<file path="src/rtl/core/min_jerk_trajectory_generator_top_macros.svh">
// ----------------------------------------------------------------------------
// Minimum-jerk trajectory generator assertion macros
// Concurrent check helpers, clocked on clk and disabled while in reset.
// ----------------------------------------------------------------------------
`ifndef MIN_JERK_TRAJECTORY_GENERATOR_TOP_MACROS_SVH
`define MIN_JERK_TRAJECTORY_GENERATOR_TOP_MACROS_SVH

// same-cycle implication
`define MJT_ASSERT_IMPL(lbl, ante, cons) \
	lbl: assert property (@(posedge clk) disable iff (!arst_n) (ante) |-> (cons)) \
		else $error("mjt assertion failed");

// next-cycle implication
`define MJT_ASSERT_NEXT(lbl, ante, cons) \
	lbl: assert property (@(posedge clk) disable iff (!arst_n) (ante) |=> (cons)) \
		else $error("mjt assertion failed");

`endif

</file>
<file path="src/rtl/core/mjt_pkg.sv">
// ----------------------------------------------------------------------------
// mjt_pkg
// Shared types and constants of the minimum-jerk trajectory generator.
// ----------------------------------------------------------------------------
`default_nettype none

package mjt_pkg;

	localparam int TIME_BITS_DEF = 24;
	localparam int FRAC_BITS     = 30;
	localparam int MAG_W         = 32;
	localparam int S_W           = FRAC_BITS + 1;
	localparam int SU_W          = 29;
	localparam int G_W           = 27;
	localparam int Q_W           = 34;
	localparam int XV_W          = MAG_W + G_W;
	localparam int VNUM_W        = 40;
	localparam int CFG_IDX_W     = 3;

	localparam logic [S_W-1:0] ONE_Q30 = {1'b1, {FRAC_BITS{1'b0}}};
	localparam logic [Q_W:0]   TEN_Q30 = (Q_W + 1)'(10) << FRAC_BITS;

	typedef enum logic [1:0] {
		FN_MRB  = 2'd0,
		FN_POSE = 2'd1,
		FN_VEL  = 2'd2,
		FN_NONE = 2'd3
	} func_t;

	typedef enum logic [1:0] {
		MD_ZERO = 2'd0,
		MD_HOLD = 2'd1,
		MD_POS  = 2'd2,
		MD_VEL  = 2'd3
	} mode_t;

	typedef enum logic [CFG_IDX_W-1:0] {
		REG_AMPLITUDE = 3'd0,
		REG_START     = 3'd1,
		REG_MOVE      = 3'd2,
		REG_REST      = 3'd3,
		REG_RETURN    = 3'd4
	} reg_idx_t;

	// per-item control carried down the pipeline
	typedef struct packed {
		mode_t            mode;
		logic             neg;
		logic [MAG_W-1:0] mag;
	} ctl_t;

endpackage

`default_nettype wire

</file>
<file path="src/rtl/core/mjt_fdiv.sv">
// ----------------------------------------------------------------------------
// mjt_fdiv
// Pipelined fraction divider: s = floor(e * 2^30 / T), one bit per stage.
// ----------------------------------------------------------------------------
`default_nettype none

module mjt_fdiv import mjt_pkg::*; #(
	parameter int TB = TIME_BITS_DEF
) (
	input  logic           clk,
	input  logic           arst_n,
	input  logic           en,
	input  logic           vld_i,
	input  ctl_t           ctl_i,
	input  logic [TB-1:0]  e_i,
	input  logic [TB-1:0]  den_i,
	input  logic           full_i,
	output logic           vld_o,
	output ctl_t           ctl_o,
	output logic [S_W-1:0] s_o,
	output logic [TB-1:0]  den_o
);

	logic                 vld_sk  [FRAC_BITS];
	ctl_t                 ctl_sk  [FRAC_BITS];
	logic [TB-1:0]        den_sk  [FRAC_BITS];
	logic [TB-1:0]        rem_sk  [FRAC_BITS];
	logic [FRAC_BITS-1:0] quo_sk  [FRAC_BITS];
	logic                 full_sk [FRAC_BITS];

	for (genvar k = 0; k < FRAC_BITS; k++) begin : g_stage
		logic                 vld_p, full_p, ge;
		ctl_t                 ctl_p;
		logic [TB-1:0]        den_p, rem_p;
		logic [FRAC_BITS-1:0] quo_p;
		logic [TB:0]          dbl, diff;

		if (k == 0) begin : g_first
			assign vld_p  = vld_i;
			assign ctl_p  = ctl_i;
			assign den_p  = den_i;
			assign rem_p  = e_i;
			assign quo_p  = '0;
			assign full_p = full_i;
		end else begin : g_next
			assign vld_p  = vld_sk[k-1];
			assign ctl_p  = ctl_sk[k-1];
			assign den_p  = den_sk[k-1];
			assign rem_p  = rem_sk[k-1];
			assign quo_p  = quo_sk[k-1];
			assign full_p = full_sk[k-1];
		end

		assign dbl  = {rem_p, 1'b0};
		assign diff = dbl - {1'b0, den_p};
		assign ge   = (dbl >= {1'b0, den_p});

		always_ff @(posedge clk or negedge arst_n) begin
			if (!arst_n) begin
				vld_sk[k] <= 1'b0;
			end else if (en) begin
				vld_sk[k] <= vld_p;
			end
		end

		always_ff @(posedge clk) begin
			if (en) begin
				ctl_sk[k]  <= ctl_p;
				den_sk[k]  <= den_p;
				rem_sk[k]  <= ge ? diff[TB-1:0] : dbl[TB-1:0];
				quo_sk[k]  <= {quo_p[FRAC_BITS-2:0], ge};
				full_sk[k] <= full_p;
			end
		end
	end

	assign vld_o = vld_sk[FRAC_BITS-1];
	assign ctl_o = ctl_sk[FRAC_BITS-1];
	assign den_o = den_sk[FRAC_BITS-1];
	// elapsed equal to the length means the full fraction
	assign s_o   = full_sk[FRAC_BITS-1] ? ONE_Q30 : {1'b0, quo_sk[FRAC_BITS-1]};

endmodule

`default_nettype wire

</file>
<file path="config.mk">
export PLATFORM = sky130hd
export DESIGN_NAME = mjt_fdiv
export DESIGN_NICKNAME = d
export VERILOG_FILES = /design/src/rtl/core/min_jerk_trajectory_generator_top_macros.svh /design/src/rtl/core/mjt_pkg.sv /design/src/rtl/core/mjt_fdiv.sv
export SDC_FILE = /design/constraint.sdc
export NUM_CORES = 2
export LEC_CHECK = 0
export BUFFER_PORTS_ARGS = -buffer_cell sky130_fd_sc_hd__buf_2
export CAP_MARGIN = 10
export CORE_UTILIZATION = 45
export CTS_BUF_LIST = sky130_fd_sc_hd__clkbuf_4 sky130_fd_sc_hd__clkbuf_8
export DETAILED_ROUTE_END_ITERATION = 8
export PLACE_DENSITY_LB_ADDON = 0.1
export SLEW_MARGIN = 20
export SYNTH_ARGS = -nofsm -noshare
export SYNTH_HDL_FRONTEND = slang
export SYNTH_SLANG_ARGS = --single-unit
</file>
<file path="constraint.sdc">
create_clock -name clk -period 9.2 [get_ports clk]
set_input_delay 1.38 -clock clk [delete_from_list [all_inputs] [get_ports clk]]
set_output_delay 1.38 -clock clk [all_outputs]
set_load 0.02 [all_outputs]
</file>
---- Yosys cells after proc, flatten, opt, wreduce, memory -nomap -nowiden ----
Memories as Yosys holds them, arrays and structs flattened.
Cells that the tools add are included.
storage, ports and cells
  latch bits .............................. 0
  memories kept ........................... 5
  output and inout bits ................... 91
  RAM bits ................................ 3420
  bits in read-only memories .............. 0
  flip-flop bits (word level) ............. 30
cells by class
  shift operators ......................... 0
  $lt $le $gt $ge ......................... 30
  multiply operators ...................... 0
  muxes and demuxes ....................... 33
  add/sub/neg operators ................... 30
  reduce and logical (&&, ||, !) cells .... 0
  eq/ne operators ......................... 0
  bitwise logic cells ..................... 0
  divide/modulo/power cells ............... 0
memory list
  name     words  width  read ports  clocked after Yosys merged registers in  write ports  RTL line        RTL
  ctl_sk   30     35     30          0                                        30           mjt_fdiv.sv:25  ctl_t ctl_sk [FRAC_BITS];
  quo_sk   30     30     30          0                                        30           mjt_fdiv.sv:28  logic [FRAC_BITS-1:0] quo_sk [FRAC_BITS];
  den_sk   30     24     30          0                                        30           mjt_fdiv.sv:26  logic [TB-1:0] den_sk [FRAC_BITS];
  rem_sk   30     24     29          0                                        30           mjt_fdiv.sv:27  logic [TB-1:0] rem_sk [FRAC_BITS];
  full_sk  30     1      30          0                                        30           mjt_fdiv.sv:29  logic full_sk [FRAC_BITS];
operators with widths
  operator                                      count
  greater-or-equal comparator 25 x 24 -> 1 bit  30
  2-to-1 mux 24 bit                             30
  subtractor 24 bit                             30
  2-to-1 mux 31 bit                             1
  2-to-1 mux 1 bit                              2

---- Logic depth before layout (Yosys ltp) ----
An unclocked memory read counts as a cell.
  word-level depth ........................ 3
  depth in mapped cells ................... 15
  depth with buffers taken out ............ 14

---- Least setup slack after synthesis ----
Ideal clock, no wire load.
  path kind ............................... input port to flip-flop
  start point ............................. in den_i[1]
  end point ............................... mem rem_sk[0][10] in the netlist's numbering (data pin)
  arrival ................................. 3.883 ns
  stages on the path ...................... 14
  library setup time ...................... 0.270 ns
  setup slack ............................. 5.047 ns
  cells stage by stage .................... inv_1 > ha_1 > nor2b_1 > o21ai_0 > a21oi_1 > o21ai_0 > a21o_1 > o21a_1 > o21ai_1 > a31o_2 > clkbuf_1 > clkbuf_1 > buf_1 > a21oi_1
RTL lines
  what             RTL line        RTL
  start, declared  mjt_fdiv.sv:16  input logic [TB-1:0] den_i,
  end, declared    mjt_fdiv.sv:27

==> impl_results.md <==
* Crit-path cells: inv_1 -> ha_1 -> nand3_1 -> o22ai_1 -> o21ai_0 -> o31ai_1 -> o311ai_0 -> a31oi_1 -> a21o_1 -> a41oi_2 -> buf_4 -> mux2_2
* Largest stage delay, worst path at 0.60 ns
* CTS sink cnt at 2991
* Sequential element share of the synthesized area at 66.9%
* Die Area at 300000 um^2
* Initial antenna violation count at 8
* Met2 Resource Use GR at 28.1%
* Dpl cells at 13.6k
* Commonest non-fill, non-tap cells in the layout: edfxtp_1, inv_1, ha_1
* Post-route ant nets at 0
* Fillcell total at 25.3k
* Number of synthesized register bits at 2991
* CP Data Required Time at 10.04 ns
* Largest net degree at the start of global routing at 171
* Relative slew slack at 27.5%
* Most common cell after layout, fill and taps aside: edfxtp_1
* Number of global-route vias before repair at 75.6k
* Grt ovf at 0
* Post-CTS setup buffer count at 0
* Die Y at 548 um
* Period minus WS final at 4.33 ns
* Nets@finish at 11.0k
* Gpl congestion at 0.890
* Comb power frac at 35.2%
* Core ar. at 297000 um^2
* Clock share of power at 24.3%
* Clock root cell: clkbuf_8
* CP Launch Type: flip-flop
* Power per cell area at 331 nW/um^2
* Endpoint class of the critical path: flip-flop
* Cell taking the most area after synthesis: edfxtp_1
* Post-Syn Area per Cell at 13.9 um^2
* Least-Margin Pin Slew at 1.09 ns
* Ranking of synthesized cells by area: edfxtp_1, ha_1, mux2_2, inv_1, xnor2_1
* P_sw at 0.0167 W
* EDFF count, synth at 2961
* Predominant post-synthesis flop cell: edfxtp_1
* I/O pins at 179
* Chip width at 548 um
* Ys async rst share at 1.00%
* Outcome: finished, final reports clean
* Met3 Usage GRT at 3.23%
* Slew Limit Fails at 0
* Max Fclk at 231 MHz
* Post_cts resized at 0
* Worst-Skew Late Latency at 1.16 ns
* Setup TNS at 0 ns
* Pwr Total at 0.0497 W
* CP arrival at 5.17 ns
* DP Wirelength at 181000 um
* Worst hold slack at 0.269 ns
* P_int at 0.0330 W
* Initial DRC Count at 5470
* Finished Layout Cells at 14.5k
* Routed vias at 75.6k
* Seq pwr share at 40.4%
* Final period util at 47.1%
* Synth unique cells at 89
* Slowest cell on the critical path: o311ai_0
* Cell Area, Synth at 134000 um^2
* Tot GR Track Use at 17.2%
* Reg clk slew, reported paths at 0.06 ns
* Count of final setup violators at 0
* WL per Instance at 18.0 um
* Delay-heaviest family, CP: compound AO/OA/AOI/OAI gates
* H-Tree Level Count at 6
* Vias per inst at 5.21
* Clock buffer depth at 4
* CP Max Fanout at 21
* Final Routed Wirelength at 262000 um
* Yosys top cell area share at 66.3%
* Rows at 200
* TritonCTS clock tree: built
* Most used routing layer: met2
* Post-Syn Nets at 10.5k
* Met1 usage in global routing at 22.6%
* CP Buf/Inv Count at 2
* Critical path class: flip-flop to flip-flop
* Sw frac at 33.6%
* Worst Skew at 0.0707 ns
* Hold Buf Count CTS at 0
* RSZ-0062 raised after global routing: no
* Remaining DRCs at 0
* Synth Instances at 9628
* Starting Density at 45.2%
* Worst VDD drop at 0.139 mV
* First-pass GRT wire length at 412000 um
* Buffers on Ports at 178
* Layout area overhead at 11.9%
* Leak at 58.3 nW
* HP Class: primary input to async pin
* DRT Pass-1 Iters at 5
* Fraction of layout cells with a size suffix above 1 at 13.9%
* Max Cap Violations at 0
* Num CTS Buffers at 525
* Synth Warn # at 0
* Final core utilization at 50.6%
* Hold Fails Final Rpt at 0
synth_stat cells, types with 56 or more instances:
cell type / count
nand2_1: 475
nor3_1: 122
clkbuf_1: 111
xnor2_1: 360
edfxtp_1: 2961
a21o_1: 249
ha_1: 719
o21a_1: 106
nand3_1: 135
a31oi_1: 74
xor2_1: 182
o31ai_1: 59
buf_4: 59
inv_1: 931
nand4_1: 88
a21oi_1: 596
and3_1: 56
nor2b_1: 143
o21ai_0: 489
nor2_1: 515
mux2_2: 331
nand2b_1: 92
through the flow:
| stage | setup WS [ns] | cell area [um^2] |
|---|---|---|
| 3_5_place_dp | 4.53 | 140000 |
| 3_3_place_gp | 4.43 | 140000 |
| 6_report | 4.87 | 150000 |
| 5_1_grt | 4.56 | 150000 |
| 4_1_cts | 4.68 | 150000 |
| 2_1_floorplan | 5.05 | 134000 |
kinds of logic after synthesis:
group / count (synthesis) / synth area share, %
AO/OA/AOI/OAI: 1999 / 9.32
XOR/XNOR: 542 / 3.54
adder cells (fa/ha/maj): 748 / 7.14
buffers and inverters: 1133 / 3.37
flip-flops: 2991 / 66.9
multiplexers: 373 / 3.14
AND/OR/NAND/NOR: 1842 / 6.63
area by class of cell:
type | instances | area [um^2] | area share, %
diodes | 6 | 15.0 | 0.0100
clock buffers | 699 | 8580 | 5.72
clock inverters | 202 | 1750 | 1.16
inverters | 931 | 3490 | 2.33
multi-input cells | 5504 | 40000 | 26.7
flip-flops and latches | 2991 | 89700 | 59.8
well taps | 3939 | 4930 | 3.28
repair buffers | 236 | 1580 | 1.05
flip-flops by register name, summed over array words and instances (netlist names):
signal / count
ctl_sk: 1050
den_sk: 720
full_sk: 30
g_stage.vld_p: 29
quo_sk: 465
rem_sk: 696
vld_o: 1
worst register-to-register path, stage by stage, from the launching register on:
cell      delay [ns]
edfxtp_1        0.40
inv_1           0.06
ha_1            0.33
nand3_1         0.18
o22ai_1         0.12
o21ai_0         0.45
o31ai_1         0.27
o311ai_0        0.60
a31oi_1         0.32
a21o_1          0.27
a41oi_2         0.32
buf_4           0.35
mux2_2          0.40
routing by layer:
metal  up-vias  share of wire [%]
met2      1668                 47
met1     36429                 44
met4         0                3.7
met3       587                4.8
li1      36878                  -
met5         -                  0
power by group through the flow:
stage / logic [W] / registers [W] / clock network (W)
after detailed placement: 0.0173 / 0.0204 / 0
after global placement: 0.0171 / 0.0204 / 0
after global routing: 0.0196 / 0.0203 / 0.0132
final: 0.0175 / 0.0201 / 0.0121
after CTS: 0.0175 / 0.0202 / 0.0126
after floorplan: 0.0136 / 0.0196 / 0
final timing paths:
path                       cells past startpoint  slack [ns]      startpoint           endpoint
setup / recovery                              12        4.87   den_sk[1][74]      rem_sk[1][99]
hold / removal                                 1        0.27          arst_n   g_stage[1].vld_p
setup reg to reg                              12        4.87   den_sk[1][74]      rem_sk[1][99]
hold reg to reg                                0        0.38  ctl_sk[1][112]     ctl_sk[1][147]
max in group asynchronous                      1        8.49          arst_n  g_stage[14].vld_p
min in group clk                               0        0.38  ctl_sk[1][112]     ctl_sk[1][147]
(Power assumes the default switching activity.)
