--- src/rtl/core/min_jerk_trajectory_generator_top_macros.svh ---
// ----------------------------------------------------------------------------
// Minimum-jerk trajectory generator assertion macros
// Concurrent check helpers, clocked on clk and disabled while in reset.
// ----------------------------------------------------------------------------
`ifndef MIN_JERK_TRAJECTORY_GENERATOR_TOP_MACROS_SVH
`define MIN_JERK_TRAJECTORY_GENERATOR_TOP_MACROS_SVH

// same-cycle implication
`define MJT_ASSERT_IMPL(lbl, ante, cons) \
	lbl: assert property (@(posedge clk) disable iff (!arst_n) (ante) |-> (cons)) \
		else $error("mjt assertion failed");

// next-cycle implication
`define MJT_ASSERT_NEXT(lbl, ante, cons) \
	lbl: assert property (@(posedge clk) disable iff (!arst_n) (ante) |=> (cons)) \
		else $error("mjt assertion failed");

`endif

--- src/rtl/core/mjt_pkg.sv ---
// ----------------------------------------------------------------------------
// mjt_pkg
// Shared types and constants of the minimum-jerk trajectory generator.
// ----------------------------------------------------------------------------
`default_nettype none

package mjt_pkg;

	localparam int TIME_BITS_DEF = 24;
	localparam int FRAC_BITS     = 30;
	localparam int MAG_W         = 32;
	localparam int S_W           = FRAC_BITS + 1;
	localparam int SU_W          = 29;
	localparam int G_W           = 27;
	localparam int Q_W           = 34;
	localparam int XV_W          = MAG_W + G_W;
	localparam int VNUM_W        = 40;
	localparam int CFG_IDX_W     = 3;

	localparam logic [S_W-1:0] ONE_Q30 = {1'b1, {FRAC_BITS{1'b0}}};
	localparam logic [Q_W:0]   TEN_Q30 = (Q_W + 1)'(10) << FRAC_BITS;

	typedef enum logic [1:0] {
		FN_MRB  = 2'd0,
		FN_POSE = 2'd1,
		FN_VEL  = 2'd2,
		FN_NONE = 2'd3
	} func_t;

	typedef enum logic [1:0] {
		MD_ZERO = 2'd0,
		MD_HOLD = 2'd1,
		MD_POS  = 2'd2,
		MD_VEL  = 2'd3
	} mode_t;

	typedef enum logic [CFG_IDX_W-1:0] {
		REG_AMPLITUDE = 3'd0,
		REG_START     = 3'd1,
		REG_MOVE      = 3'd2,
		REG_REST      = 3'd3,
		REG_RETURN    = 3'd4
	} reg_idx_t;

	// per-item control carried down the pipeline
	typedef struct packed {
		mode_t            mode;
		logic             neg;
		logic [MAG_W-1:0] mag;
	} ctl_t;

endpackage

`default_nettype wire

--- src/rtl/core/mjt_seg.sv ---
// ----------------------------------------------------------------------------
// mjt_seg
// Segment decode: picks the profile segment, elapsed ticks and ramp length.
// ----------------------------------------------------------------------------
`default_nettype none

module mjt_seg import mjt_pkg::*; #(
	parameter int TB = TIME_BITS_DEF
) (
	input  logic             clk,
	input  logic             arst_n,
	input  logic             en,
	input  logic             vld_i,
	input  logic [TB-1:0]    time_i,
	input  logic [1:0]       func_i,
	input  logic [MAG_W-1:0] amp_i,
	input  logic [TB-1:0]    start_i,
	input  logic [TB-1:0]    move_i,
	input  logic [TB-1:0]    rest_i,
	input  logic [TB-1:0]    ret_i,
	output logic             vld_s1,
	output ctl_t             ctl_s1,
	output logic [TB-1:0]    e_s1,
	output logic [TB-1:0]    den_s1,
	output logic             full_s1
);

	logic [TB+1:0] tt, st, me, re, te, dret;
	ctl_t          ctl_c;
	logic [TB-1:0] e_c, den_c;
	logic          full_c;

	assign tt   = {2'b00, time_i};
	assign st   = {2'b00, start_i};
	assign me   = st + {2'b00, move_i};
	assign re   = me + {2'b00, rest_i};
	assign te   = re + {2'b00, ret_i};
	assign dret = te - tt;

	always_comb begin
		ctl_c.neg  = amp_i[MAG_W-1];
		ctl_c.mag  = amp_i[MAG_W-1] ? (~amp_i + MAG_W'(1)) : amp_i;
		ctl_c.mode = MD_ZERO;
		e_c        = (tt - st) >> 0 == '0 ? '0 : TB'(tt - st);
		den_c      = move_i;
		full_c     = 1'b0;
		priority if (tt < st || func_t'(func_i) == FN_NONE) begin
			ctl_c.mode = MD_ZERO;
		end else begin
			unique case (func_t'(func_i))
				FN_MRB: begin
					priority if (tt < me) begin
						ctl_c.mode = MD_POS;
					end else if (tt < re) begin
						ctl_c.mode = MD_HOLD;
					end else if (tt < te) begin
						// return ramp runs backward from its end
						ctl_c.mode = MD_POS;
						e_c        = dret[TB-1:0];
						den_c      = ret_i;
						full_c     = (dret[TB-1:0] == ret_i);
					end else begin
						ctl_c.mode = MD_ZERO;
					end
				end
				FN_POSE: ctl_c.mode = (tt < me) ? MD_POS : MD_HOLD;
				FN_VEL:  ctl_c.mode = (tt < me) ? MD_VEL : MD_ZERO;
				default: ctl_c.mode = MD_ZERO;
			endcase
		end
	end

	always_ff @(posedge clk or negedge arst_n) begin
		if (!arst_n) begin
			vld_s1 <= 1'b0;
		end else if (en) begin
			vld_s1 <= vld_i;
		end
	end

	always_ff @(posedge clk) begin
		if (en) begin
			ctl_s1  <= ctl_c;
			e_s1    <= e_c;
			den_s1  <= den_c;
			full_s1 <= full_c;
		end
	end

endmodule

`default_nettype wire

--- config.mk ---
export PLATFORM = sky130hd
export DESIGN_NAME = mjt_seg
export DESIGN_NICKNAME = d
export VERILOG_FILES = /design/src/rtl/core/min_jerk_trajectory_generator_top_macros.svh /design/src/rtl/core/mjt_pkg.sv /design/src/rtl/core/mjt_seg.sv
export SDC_FILE = /design/constraint.sdc
export NUM_CORES = 1
export LEC_CHECK = 0
export ABC_AREA = 1
export ABC_CLOCK_PERIOD_IN_PS = 2200
export BUFFER_PORTS_ARGS = -buffer_cell sky130_fd_sc_hd__buf_2
export CAP_MARGIN = 20
export CORE_MARGIN = 4
export CORE_UTILIZATION = 45
export DETAILED_ROUTE_END_ITERATION = 6
export PLACE_DENSITY_LB_ADDON = 0.08
export SLEW_MARGIN = 10
export SYNTH_ARGS = -nofsm -noshare
export SYNTH_HDL_FRONTEND = slang
export SYNTH_SLANG_ARGS = --single-unit
export TNS_END_PERCENT = 30
--- constraint.sdc ---
create_clock -name clk -period 2.2 [get_ports clk]
set_input_delay 0.33 -clock clk [delete_from_list [all_inputs] [get_ports clk]]
set_output_delay 0.33 -clock clk [all_outputs]
set_load 0.05 [all_outputs]
**After elaboration in Yosys (flattened, before gate mapping)**

Index checks and enable logic that the tools add are counted.

- Add/sub/neg operators: 6
- $lt $le $gt $ge: 4
- Eq/ne operators: 4
- Mux-type cells: 18
- Bitwise gates (word level): 3
- Reductions and logical operators: 4

Operators by type and width:

| operator | count |
|---|---|
| two-way mux 24 bit | 11 |
| < comparator 24 x 26 -> 1 bit | 2 |
| adder 32 x 1 -> 32 bit (second input constant) | 1 |
| NOT 32 bit | 1 |
| two-way mux 31 bit | 1 |
| adder 25 x 24 -> 26 bit | 1 |
| adder 26 x 24 -> 26 bit | 1 |
| logical NOT 26 bit | 1 |
| adder 24 x 24 -> 25 bit | 1 |
| < comparator 24 x 25 -> 1 bit | 1 |
| subtractor 24 x 24 -> 25 bit | 1 |
| equality test 24 bit | 1 |
| < comparator 24 bit | 1 |
| subtractor 24 bit | 1 |
| two-way mux 2 bit | 5 |
| one-hot mux 2 bit (3 select lines) | 1 |
| OR reduction 5 bit | 1 |
| equality test 2 bit (second input constant) | 2 |
| equality test 2 x 1 -> 1 bit (second input constant) | 1 |
| logical NOT 2 bit | 1 |
| NOT 1 bit | 2 |
| logical OR 1 bit | 1 |

- Bits in registers: 85
- Input port bits: 158

**Logic depth before layout (Yosys ltp)**

- Depth in word-level cells: 9
- Gate-level depth with buffers: 41

**Worst setup path before layout**

Ideal clock, no wire load.

- Path kind: input port to flip-flop
- Start point: in start_i[2]
- End point: reg den_s1[9], data pin
- Arrival time: 5.995 ns
- Data required time: 1.946 ns
- Setup slack: -4.049 ns
- Stages: 38
- Path buffers: 1
- Path through: ha_1 a21o_1 a31oi_1 inv_1 a21o_1 a31oi_1 o21ai_0 nand3_1 nand2_1 xor2_1 ha_1 a21o_1 a21oi_1 nand2_1 a31o_2 xor2_1 ha_1 nand2_1 [... 2 more ...] and3_1 o21bai_1 xor2_1 inv_1 ha_1 nand2_1 nor2_1 a211oi_1 nand2_1 nand2_1 nand2_1 nand4_1 nor2_1 nor2_4 nand4_4 buf_6 nand2_2 o21ai_2

- Longest elaborated chain between the ends: 9

RTL lines:

| item | RTL line | source |
|---|---|---|
| start, declared | mjt_seg.sv:17 | `input logic [TB-1:0] start_i,` |
| adder 24 x 24 -> 25 bit | mjt_seg.sv:35 | `assign me = st + {2'b00, move_i};` |
| adder 25 x 24 -> 26 bit | mjt_seg.sv:36 | `assign re = me + {2'b00, rest_i};` |
| adder 26 x 24 -> 26 bit | mjt_seg.sv:37 | `assign te = re + {2'b00, ret_i};` |
| < comparator 24 x 26 -> 1 bit | mjt_seg.sv:56 | `end else if (tt < te) begin` |
| two-way mux 24 bit | mjt_seg.sv:56 |  |
| two-way mux 24 bit | mjt_seg.sv:54 | `end else if (tt < re) begin` |
| two-way mux 24 bit | mjt_seg.sv:52 | `priority if (tt < me) begin` |
| two-way mux 24 bit | mjt_seg.sv:50 | `unique case (func_t'(func_i))` |
| two-way mux 24 bit * | mjt_seg.sv:47 | `priority if (tt < st \|\| func_t'(func_i) == FN_NONE) begin` |
| net den_c[9] | mjt_seg.sv:30 | `logic [TB-1:0] e_c, den_c;` |
| end signal, assigned | mjt_seg.sv:85 | `den_s1 <= den_c;` |
| end, declared | mjt_seg.sv:24 | `output logic [TB-1:0] den_s1,` |

Mark *: on every way through the listed nets, which the timed path passes. The rest lies on a longest branch.
A chain may end at the register's enable or synchronous reset.

**Worst setup path after layout**

- Start point: in move_i[0]
- End point: reg den_s1[12], data pin

- Longest elaborated chain between the ends: 9

RTL lines:

| item | RTL line | source |
|---|---|---|
| start, declared | mjt_seg.sv:18 | `input logic [TB-1:0] move_i,` |
| adder 24 x 24 -> 25 bit * | mjt_seg.sv:35 |  |
| adder 25 x 24 -> 26 bit | mjt_seg.sv:36 |  |
| adder 26 x 24 -> 26 bit | mjt_seg.sv:37 |  |
| < comparator 24 x 26 -> 1 bit | mjt_seg.sv:56 |  |
| two-way mux 24 bit | mjt_seg.sv:56 |  |
| two-way mux 24 bit | mjt_seg.sv:54 |  |
| two-way mux 24 bit * | mjt_seg.sv:52 |  |
| two-way mux 24 bit * | mjt_seg.sv:50 |  |
| two-way mux 24 bit * | mjt_seg.sv:47 |  |
| net den_c[12] | mjt_seg.sv:30 |  |

Marked as above.

==> impl_metrics.csv <==
group,metric,value,unit
floorplanning,coreArea,27000,µm²
finish,stdcell_area,20000,µm²
floorplanning,fp.dieH,174,µm
finish,drive_above_1_share,43.7,%
routing,drc,0,
yosys,ys_top_cells_by_area,"edfxtp_1, ha_1, nand2_1",
routing,firstDrtPassIters,5,
floorplanning,ios,243,
routing,ant_nets,0,
timing,hold_viol,0,
finish,synthToLayoutAreaGrowth,61.6,%
worst_setup_path,critical_path_class,"input port to flip-flop",
finish,seqCellArea,2550,µm²
cts,clock_sinks,85,
yosys,yosysWarnings,0,
timing,timing.final.ws_setup,-3.89,ns
yosys,synth_top_family_by_area,"simple AND/OR/NAND/NOR gates",
yosys,ys_ff_latch,85,
yosys,yosys.area_share.adder,20.3,%
yosys,synth-xor-area-share,9.84,%
routing,viasPerCell,5.12,
yosys,synth_edf_count,84,
cts,clkTransAtPathRegs,0.07,ns
cts,clk_latency,0.34,ns
power_and_ir_drop,vdd.ir_drop.worst,0.000781,V
yosys,synth_commonest_cells,"nand2_1, inv_1, ha_1, a21oi_1, nor2_1",
yosys,syn-instance-count,1704,
yosys,ys_types,58,
worst_setup_path,end_kind,"flip-flop",
global_routing,grt_first_pass_wirelength,73.8,mm
cts,clk_path_buf_depth,2,
floorplanning,die_x,174,µm
run_status,outcome,"finished with violations",
placed_design,place_congestion,0.955,
floorplanning,num_rows,60,
worst_setup_path,critPathSlowestCell,"fa_2",
finish,multi_input_area,9870,µm²
worst_setup_path,cp-start-kind,"input port",
yosys,synth_simple_gate_area_share,23.3,%
finish,nFillCells,2144,
finish,final_nets,2889,
worst_setup_path,arrival,6.18,ns
cts,tritoncts,"built",
yosys,synth.net_count,2060,
timing,worst_pin_slew,0.651,ns
timing,period_share,277,%
yosys,netlist.area_leader.share,20.4,%
routing,routed_wl,48.2,mm
worst_setup_path,worst_path_largest_cell_delay,0.38,ns
timing,period_needed,6.09,ns
yosys,async_flop_share,1.18,%
finish,post-route-util,74.0,%
finish,stdcell_count,2879,
worst_setup_path,crit_fanout,8,
global_routing,grt_use_total,30.5,%
yosys,syn_area,12400,µm²
placed_design,portBuffers,242,
power_and_ir_drop,p_per_area,1410,nW/µm²
timing,setup_viol,52,
cts,h-tree-depth,3,
timing,fmax,0.164,GHz
routing,route.vias.total,14700,
global_routing,overflow,0,
routing,drt_iter0_markers,913,
run_status,violations,"negative setup slack",
yosys,synth.most_common_cell,"nand2_1",
floorplanning,start_util,45.8,%
yosys,synth-main-ff-cell,"edfxtp_1",
global_routing,grt_max_degree,29,
placed_design,placedCellCount,2831,
worst_setup_path,cp_common_cell,"nand2_1",
yosys,synth_area_per_cell,7.27,µm²
hold_path,worst_hold_path_type,"input port to flip-flop",
routing,wl_per_cell,16.7,µm
timing,fin_skew,0,ns
cts,cts-buffers-inserted,9,
yosys,synth_compound_area_share,16.9,%
power_and_ir_drop,leakagePower,10.6,nW
cts,clockRootBuffer,"clkbuf_16",
yosys,yosysSeqAreaShare,20.6,%
job,cap_violations,0,
floorplanning,dieArea,30200,µm²
timing,rsz0062_at_grt,"yes",
timing,setup_tns,-195.64,ns
yosys,synth_top_area_cell,"edfxtp_1",
timing,slew_headroom,56.3,%
placed_design,dp_slack,-4.71,ns
placed_design,placed_area,18200,µm²
worst_setup_path,critPathRequiredTime,2.29,ns
placed_design,hpwl,41.3,mm
yosys,synthMuxAreaShare,0.0909,%
timing,drv_slew,0,
global_routing,antenna_found_initial,1,
global_routing,grt_pass1_vias,14500,
cell type report:
type	count	area share, %
antenna	1	0.0125
clock buffer	10	1.14
clock inverter	5	0.306
inverter	265	4.97
multi-input combinational	1339	49.3
sequential	85	12.7
tap	341	2.13
timing repair buffer	833	29.4
layer usage:
layer	wire length, µm	vias up	global-route usage (%)
met3	3090	79	3.41
met1	22000	6782	42.9
li1	-	7353	-
met2	21700	517	49.4
met4	1410	0	9.17
met5	0	-	0
logic make-up after synthesis:
kind of cell    after synthesis
mux                           1
fa+ha+maj                   198
xor+xnor                    136
simple gates                657
flops                        85
buf+inv                     280
compound gates              347
through the flow:
| step | total power [mW] | hold WS [ns] |
|---|---|---|
| 2_1_floorplan | 13.7 | 0.0344 |
| 3_3_place_gp | 23.6 | 0.105 |
| 3_5_place_dp | 24.0 | 0.110 |
| 4_1_cts | 26.5 | 0.219 |
| 5_1_grt | 30.7 | 0.238 |
| 6_report | 28.3 | 0.226 |
worst paths after layout:
kind | from | end | slack [ns] | cells past startpoint
min in group asynchronous | arst_n | vld_s1 | 0.28 | 2
max in group asynchronous | arst_n | vld_s1 | 1.83 | 2
max reg2reg | vld_s1 | vld_s1 | 1.44 | 1
min | vld_i | vld_s1 | 0.23 | 2
min reg2reg | vld_s1 | vld_s1 | 0.53 | 1
max | move_i[0] | den_s1[12] | -3.89 | 41
cell usage in the layout (no fill, tap or decap), types with 21 or more instances in the layout:
cell type / instances
a21oi_1: 124
a21oi_2: 26
buf_2: 239
buf_4: 566
edfxtp_1: 84
ha_1: 168
ha_4: 21
inv_1: 262
nand2_1: 331
nand2_2: 48
nand3_1: 68
nand4_1: 26
nor2_1: 105
o21ai_0: 52
o21ai_2: 41
xnor2_1: 36
xor2_1: 68
registers in the layout (all words and copies together) (netlist names):
signal	flops
vld_s1	1
ctl_s1	35
den_s1	24
full_s1	1
e_s1	24
worst max-delay path: cells and delay by family:
| kind | cells | cell delay, ns |
|---|---|---|
| xor+xnor | 3 | 0.57 |
| buf+inv | 9 | 0.97 |
| fa+ha+maj | 5 | 1.41 |
| compound gates | 10 | 1.65 |
| simple gates | 14 | 1.20 |
power breakdown:
| part | switching, mW | leakage [nW] | internal (mW) |
|---|---|---|---|
| logic | 12.8 | 9.62 | 11.9 |
| registers | 0.0512 | 0.833 | 2.02 |
| clock network | 0.670 | 0.131 | 0.879 |
| total | 13.5 | 10.6 | 14.8 |
repair_timing:
item,in CTS,in global routing
cloned,3,1
hold endpoints to repair,1,0
pin swaps,39,45
setup endpoints to repair,57,60
resized for setup,101,129
hold buffers,1,0
setup buffers,19,9
Power figures use the tool's default switching activity.
